==> src/hw/rtl/ccra_pkg.sv <==
// ----------------------------------------------------------------------------
// ccra_pkg
// Shared constants and controller/datapath types for the row allocator.
// ----------------------------------------------------------------------------
package ccra_pkg;

  localparam int MAX_ROWS     = 32;
  localparam int MAX_CONTEXTS = 4;
  localparam int STORE_DEPTH  = MAX_ROWS * MAX_CONTEXTS;
  localparam int ADDR_W       = $clog2(STORE_DEPTH);
  localparam int IDX_W        = 8;   // flat index incl. offset / row overrun
  localparam int STEP_W       = 8;   // jump and row counters
  localparam int SUM_W        = 38;  // up to 63 load times of 32 bits

  localparam int CFG_IDX_W    = 2;
  localparam int CFG_DATA_W   = 6;

  localparam logic [CFG_IDX_W-1:0] CFG_CONTEXT_COUNT = 2'd0;
  localparam logic [CFG_IDX_W-1:0] CFG_ROW_COUNT     = 2'd1;
  localparam logic [CFG_IDX_W-1:0] CFG_MIN_ALIGNMENT = 2'd2;

  localparam logic REQ_WRITE    = 1'b0;
  localparam logic REQ_ALLOCATE = 1'b1;

  typedef struct packed {
    logic accept;
    logic wr;
    logic dbl_align;
    logic init_jump;
    logic dbl_jump;
    logic init_row;
    logic step_row;
    logic init_ctx;
    logic latch_base;
    logic set_hit;
    logic sum_init;
    logic sum_step;
    logic cmp;
    logic out_load;
  } ccra_cmd_t;

  typedef struct packed {
    logic align_lt_want;
    logic jump_le_rows;
    logic row_lt_rows;
    logic ctx_lt_n;
    logic tag_hit;
    logic sum_done;
  } ccra_sts_t;

endpackage

==> src/hw/rtl/ccra_ctrl.sv <==
// ----------------------------------------------------------------------------
// ccra_ctrl
// Search sequencer: steps alignment, jump, row, context and load-time sum.
// ----------------------------------------------------------------------------
module ccra_ctrl (
  input  logic                clk,
  input  logic                rst_n,
  input  logic                in_valid,
  input  logic                in_req_type,
  output logic                in_ready,
  input  logic                out_ready,
  output logic                out_valid,
  input  ccra_pkg::ccra_sts_t sts,
  output ccra_pkg::ccra_cmd_t cmd
);

  localparam logic [3:0] S_IDLE   = 4'd0;
  localparam logic [3:0] S_ALIGN  = 4'd1;
  localparam logic [3:0] S_JUMP   = 4'd2;
  localparam logic [3:0] S_ROW    = 4'd3;
  localparam logic [3:0] S_CTX    = 4'd4;
  localparam logic [3:0] S_TAG    = 4'd5;
  localparam logic [3:0] S_SUM    = 4'd6;
  localparam logic [3:0] S_CMP    = 4'd7;
  localparam logic [3:0] S_RESULT = 4'd8;

  logic [3:0] state_r, state_nxt;
  logic       out_valid_r, out_valid_nxt;

  assign in_ready  = (state_r == S_IDLE);
  assign out_valid = out_valid_r;

  always_comb begin
    state_nxt     = state_r;
    cmd           = '0;
    out_valid_nxt = out_valid_r && !out_ready;
    unique case (state_r)
      S_IDLE: begin
        if (in_valid) begin
          cmd.accept = 1'b1;
          if (in_req_type == ccra_pkg::REQ_WRITE) begin
            cmd.wr    = 1'b1;
            state_nxt = S_RESULT;
          end else begin
            state_nxt = S_ALIGN;
          end
        end
      end
      S_ALIGN: begin
        if (sts.align_lt_want) begin
          cmd.dbl_align = 1'b1;
        end else begin
          cmd.init_jump = 1'b1;
          state_nxt     = S_JUMP;
        end
      end
      S_JUMP: begin
        if (sts.jump_le_rows) begin
          cmd.init_row = 1'b1;
          state_nxt    = S_ROW;
        end else begin
          state_nxt = S_RESULT;
        end
      end
      S_ROW: begin
        if (sts.row_lt_rows) begin
          cmd.init_ctx = 1'b1;
          state_nxt    = S_CTX;
        end else begin
          cmd.dbl_jump = 1'b1;
          state_nxt    = S_JUMP;
        end
      end
      S_CTX: begin
        if (sts.ctx_lt_n) begin
          cmd.latch_base = 1'b1;
          state_nxt      = S_TAG;
        end else begin
          cmd.step_row = 1'b1;
          state_nxt    = S_ROW;
        end
      end
      S_TAG: begin
        if (sts.tag_hit) begin
          cmd.set_hit = 1'b1;
          state_nxt   = S_RESULT;
        end else begin
          cmd.sum_init = 1'b1;
          state_nxt    = S_SUM;
        end
      end
      S_SUM: begin
        cmd.sum_step = 1'b1;
        if (sts.sum_done) begin
          state_nxt = S_CMP;
        end
      end
      S_CMP: begin
        cmd.cmp   = 1'b1;
        state_nxt = S_CTX;
      end
      S_RESULT: begin
        if (!out_valid_r || out_ready) begin
          cmd.out_load  = 1'b1;
          out_valid_nxt = 1'b1;
          state_nxt     = S_IDLE;
        end
      end
      default: begin
        state_nxt = S_IDLE;
      end
    endcase
  end

  always_ff @(posedge clk) begin
    if (!rst_n) begin
      state_r     <= S_IDLE;
      out_valid_r <= 1'b0;
    end else begin
      state_r     <= state_nxt;
      out_valid_r <= out_valid_nxt;
    end
  end

endmodule

==> config.mk <==
export PLATFORM = sky130hd
export DESIGN_NAME = ccra_ctrl
export DESIGN_NICKNAME = d
export VERILOG_FILES = /design/src/hw/rtl/ccra_pkg.sv /design/src/hw/rtl/ccra_ctrl.sv
export SDC_FILE = /design/constraint.sdc
export NUM_CORES = 1
export LEC_CHECK = 0
export BUFFER_PORTS_ARGS = -buffer_cell sky130_fd_sc_hd__buf_2
export CORE_AREA = 5 5 42 44
export DETAILED_ROUTE_END_ITERATION = 6
export DIE_AREA = 0 0 47 49
export PLACE_DENSITY_LB_ADDON = 0.25
export SYNTH_ARGS = -nofsm -noshare
export SYNTH_HDL_FRONTEND = slang
export SYNTH_SLANG_ARGS = --single-unit
export TNS_END_PERCENT = 10
==> constraint.sdc <==
create_clock -name clk -period 1.1 [get_ports clk]
set_input_delay 0.055 -clock clk [delete_from_list [all_inputs] [get_ports clk]]
set_output_delay 0.055 -clock clk [all_outputs]
set_load 0.02 [all_outputs]
== Word level (Yosys, flattened, before mapping) ==
Cells that the tools add are included.
Operators by class
  equal/unequal tests: 12
  muxes and demuxes: 35
  reductions and logical operators: 6
Operator list (number)
  one-hot mux 4 bit (9 select lines): 1
  2-to-1 mux 4 bit: 7
  2-to-1 mux 1 bit: 21
  equality test 4 x 3 -> 1 bit, second input constant: 4
  equality test 4 x 2 -> 1 bit, second input constant: 2
  2-to-1 mux 2 bit: 4
  inequality test 2 bit, second input constant: 4
  2-to-1 mux 3 bit: 2
  equality test 4 x 1 -> 1 bit, second input constant: 1
  equality test 4 bit, second input constant: 1
  zero test 4 bit: 1
  AND reduction 4 bit: 1
  zero test 1 bit: 2
  logical AND 1 bit: 1
  logical OR 1 bit: 1
Storage, ports and cells
  flip-flop bits (word level): 5
  input port bits: 11
  output and inout port bits: 16
  logic and storage cells: 55

== Longest topological paths before layout ==
  depth after elaboration: 4
  gate-level depth with buffers: 5

== Worst setup path after synthesis ==
Ideal clock, no wire load.
  path type: register to output
  from: register state_r[0]
  to: output cmd[12] (netlist bit)
  arrival time: 1.885 ns
  slack: -0.840 ns
  cell stages (with the launch flop): 5
  buffers on the path: 1
  cell sequence: dfxtp_1 > buf_6 > nor4_1 > and2_1 > nor2b_1
RTL lines
  start: declaration: line ccra_ctrl.sv:27  | logic [3:0] state_r, state_nxt;
  start signal: assignment: line ccra_ctrl.sv:120  | state_r <= state_nxt;
  end: declaration: line ccra_ctrl.sv:14  | output ccra_pkg::ccra_cmd_t cmd

==> results_tabular.tex <==
\begin{tabular}{lr}
\hline
Metric & Value \\
\hline
\multicolumn{2}{l}{\textbf{Clocking}} \\
Max clock buf depth & 2 \\
Clock input transition at the sequential cells of the worst setup and hold paths & 40 ps \\
TritonCTS buffer count & 3 \\
Post-cts hold buffer count & 0 \\
TritonCTS clock tree & yes \\
Insertion delay of the later-clocked pin in the worst-skew pair & 240 ps \\
Number of H-tree branching levels & 1 \\
Clock sink count & 5 \\
Buffer type at the clock tree root & sky130\_fd\_sc\_hd\_\_clkbuf\_4 \\
\multicolumn{2}{l}{\textbf{Yosys}} \\
Number of cells produced by synthesis & 62 \\
Net Count, Synth & 73 \\
Post-synthesis cell area & 468 µm² \\
Sequential share of the synthesized area & 21.4\% \\
Synthesis Warnings & 0 \\
Area leader, netlist & sky130\_fd\_sc\_hd\_\_dfxtp\_1 \\
Number of distinct standard cells referenced by the synthesized netlist & 31 \\
Yosys reg bits & 5 \\
Area contributors post-synth & sky130\_fd\_sc\_hd\_\_dfxtp\_1 21\%, sky130\_fd\_sc\_hd\_\_nor2b\_1 8.0\%, sky130\_fd\_sc\_hd\_\_nor4\_1 6.7\% \\
Share of Yosys cell area claimed by the top area cell type & 21.4\% \\
Mean instance size in the synthesized netlist & 7.55 µm² \\
\multicolumn{2}{l}{\textbf{Power}} \\
Static power due to leakage & 0.416 nW \\
Power consumption & 0.709 mW \\
Maximum ir drop on the vdd rail & 0.000751 V \\
Power density over the cells & 732 mW/mm² \\
\multicolumn{2}{l}{\textbf{Global route}} \\
Vias in the first global route & 616 \\
First-pass GRT wire length & 2720 µm \\
Largest net degree at the start of global routing & 11 \\
Antenna violations before repair & 0 \\
Total grt overflow & 0 \\
Global-route total usage across every layer & 16.0\% \\
\multicolumn{2}{l}{\textbf{Timing}} \\
Max Fclk & 669 MHz \\
Number of endpoints with negative hold slack in the final report & 0 \\
Fin worst setup slack & -394 ps \\
Least-Margin Pin Slew & 320 ps \\
Hold Worst Slack & 80.8 ps \\
Worst relative slew slack & 78.6\% \\
Clk\_skew & 1.43 ps \\
Final total negative setup slack & -4090 ps \\
Final period demand of the worst path & 1490 ps \\
RSZ-0062 raised after global routing & yes \\
Share of the clock period used by the worst path after layout & 136\% \\
Final setup violation count & 19 \\
Number of max-slew violations in the final report & 0 \\
\multicolumn{2}{l}{\textbf{Outcome}} \\
Result of the run & finished, violations left \\
Failing checks & setup timing \\
\multicolumn{2}{l}{\textbf{Place}} \\
Number of buffers inserted by port buffering & 26 \\
Final HPWL DP & 1200 µm \\
Post-placement cell count & 112 \\
Final RePlAce weighted congestion & 0.827 \\
\multicolumn{2}{l}{\textbf{Detailed routing}} \\
Starting DRC count in detailed routing & 9 \\
DRC Markers & 0 \\
Average wire per standard cell & 14.6 µm \\
Average vias per placed instance & 5.25 \\
Remaining antenna violation count & 0 \\
WL final & 1770 µm \\
Number of optimization iterations in the first detailed-route pass & 4 \\
Total via count in the routed design & 635 \\
\multicolumn{2}{l}{\textbf{Floorplanning}} \\
Initial core utilization & 33.4\% \\
Die area & 0.00230 mm² \\
Standard cell core area & 0.00140 mm² \\
Die Y-Extent & 49 µm \\
Boundary Pins & 27 \\
Die outline width & 47 µm \\
Cell row count & 14 \\
\multicolumn{2}{l}{\textbf{Final layout}} \\
Core occupancy in the finished layout & 69.1\% \\
Non-filler cells, final & 121 \\
Count of nets after finishing & 117 \\
Number of antenna repair diodes & 0 \\
Area growth, synth to finish & 107\% \\
Layout cells sized above 1 & 67.6\% \\
\multicolumn{2}{l}{\textbf{Worst setup path}} \\
Depth of the worst register-to-register path & 7 \\
Endpoint type of the worst setup path & output port \\
Launch point of the worst path & state\_r[0] \\
Launch instance of the worst register-to-register path & state\_r[0] \\
Critical path required time & 1040 ps \\
Flop2flop setup slack & -280 ps \\
Maximum fanout along the worst path & 10 \\
Setup CP Type & reg2out \\
Startpoint kind of the worst setup timing path & flop \\
Capturing point of the worst reg2reg path & state\_r[3] \\
Crit path to & cmd[0] \\
Data arrival at the endpoint of the critical path & 1440 ps \\
\multicolumn{2}{l}{\textbf{Flow run}} \\
Max-Cap Viols & 0 \\
\multicolumn{2}{l}{\textbf{Hold path}} \\
Worst hold path class & in2reg \\
\hline
\end{tabular}
[per-stage QoR]
stage | worst slack, ps | area (µm²)
2_1_floorplan | -257 | 532
3_3_place_gp | -204 | 744
3_5_place_dp | -240 | 744
4_1_cts | -395 | 870
5_1_grt | -439 | 968
6_report | -394 | 968
[cell usage after synthesis]
library cell                number
sky130_fd_sc_hd__mux2_1          1
sky130_fd_sc_hd__buf_4           1
sky130_fd_sc_hd__or2b_1          1
sky130_fd_sc_hd__a32o_1          1
sky130_fd_sc_hd__inv_1           3
sky130_fd_sc_hd__o21ai_0         3
sky130_fd_sc_hd__a22oi_1         1
sky130_fd_sc_hd__and4bb_1        1
sky130_fd_sc_hd__and2_1          1
sky130_fd_sc_hd__nor4_1          5
sky130_fd_sc_hd__o32ai_1         1
sky130_fd_sc_hd__nand2_1         6
sky130_fd_sc_hd__nand2b_1        4
sky130_fd_sc_hd__and4b_1         1
sky130_fd_sc_hd__and3_1          1
sky130_fd_sc_hd__nor3b_2         1
sky130_fd_sc_hd__dfxtp_1         5
sky130_fd_sc_hd__buf_6           1
sky130_fd_sc_hd__nor2b_1         6
sky130_fd_sc_hd__a311oi_2        1
sky130_fd_sc_hd__buf_2           1
sky130_fd_sc_hd__nor3_1          2
sky130_fd_sc_hd__a21oi_1         1
sky130_fd_sc_hd__o2111ai_1       1
sky130_fd_sc_hd__o21a_1          2
sky130_fd_sc_hd__clkbuf_1        1
sky130_fd_sc_hd__nor4b_1         1
sky130_fd_sc_hd__and4_1          1
sky130_fd_sc_hd__o211ai_1        1
sky130_fd_sc_hd__nor3b_1         1
sky130_fd_sc_hd__nor2_1          5
[per-layer routing]
layer | GRT usage (%) | part of all wire [%] | vias up
met5 | 0 | 0 | -
met2 | 26.7 | 54 | 20
li1 | - | - | 313
met1 | 18.9 | 40 | 298
met4 | 7.83 | 1.6 | 0
met3 | 2.21 | 4.5 | 4
[report_power, final]
| group | leakage (nW) | switching [mW] | internal [mW] |
|---|---|---|---|
| clock network | 0.0150 | 0.0785 | 0.137 |
| registers | 0.0428 | 0.0122 | 0.190 |
| logic | 0.358 | 0.142 | 0.149 |
[critical path, cell delays in order, from the launching register on]
cell and delay [ps]:
sky130_fd_sc_hd__dfxtp_2 340, sky130_fd_sc_hd__buf_6 150, sky130_fd_sc_hd__nor4b_4 280, sky130_fd_sc_hd__buf_4 160
sky130_fd_sc_hd__nor2b_4 140, sky130_fd_sc_hd__buf_6 120
[repair_timing]
action                                  4_1_cts  5_1_grt
endpoints found under the setup margin       20       20
hold endpoints to repair                      0        0
resized for setup                            18       28
buffers inserted                              4        1
pin swaps                                     3        2
[registers in the layout, indices dropped and copies added (netlist names)]
signal     count
out_valid      1
state_r        4
[cell usage in the layout (no fill, tap or decap), drive strengths merged, types with 2 or more instances in the layout]
cell type	synthesis	final
nor2b	6	6
dfxtp	5	5
nor3	2	2
buf	3	43
o21a	2	2
nor2	5	5
clkbuf	1	4
nand2b	4	4
nor3b	2	2
inv	3	3
nand2	6	6
nor4	5	5
o21ai	3	3
[worst min path at each step]
stage | depth (start not counted) | to | startpoint | slack (ps)
after floorplan | 1 | cmd[12] | in_req_type | 140
after CTS | 2 | state_r[0] | rst_n | 80
after detailed placement | 2 | state_r[0] | rst_n | 340
final | 2 | state_r[0] | rst_n | 80
after global routing | 2 | state_r[0] | rst_n | 90
after global placement | 2 | out_valid | rst_n | 340
[area by class of cell]
cell class              count  area, µm²
well taps                  16       20.0
clock buffers               4       26.3
fillers                   111        433
flip-flops and latches      5        108
multi-input cells          50        475
inverters                   3       11.3
repair buffers             43        328
[cells by family (layout without fill, tap and decap cells)]
kind of cell | count (synthesis) | after routing | synth area share (%)
compound gates | 12 | 12 | 19.8
buf+inv | 7 | 50 | 8.29
mux | 1 | 1 | 2.41
simple gates | 37 | 37 | 48.1
flops | 5 | 5 | 21.4
(Power assumes the default switching activity.)
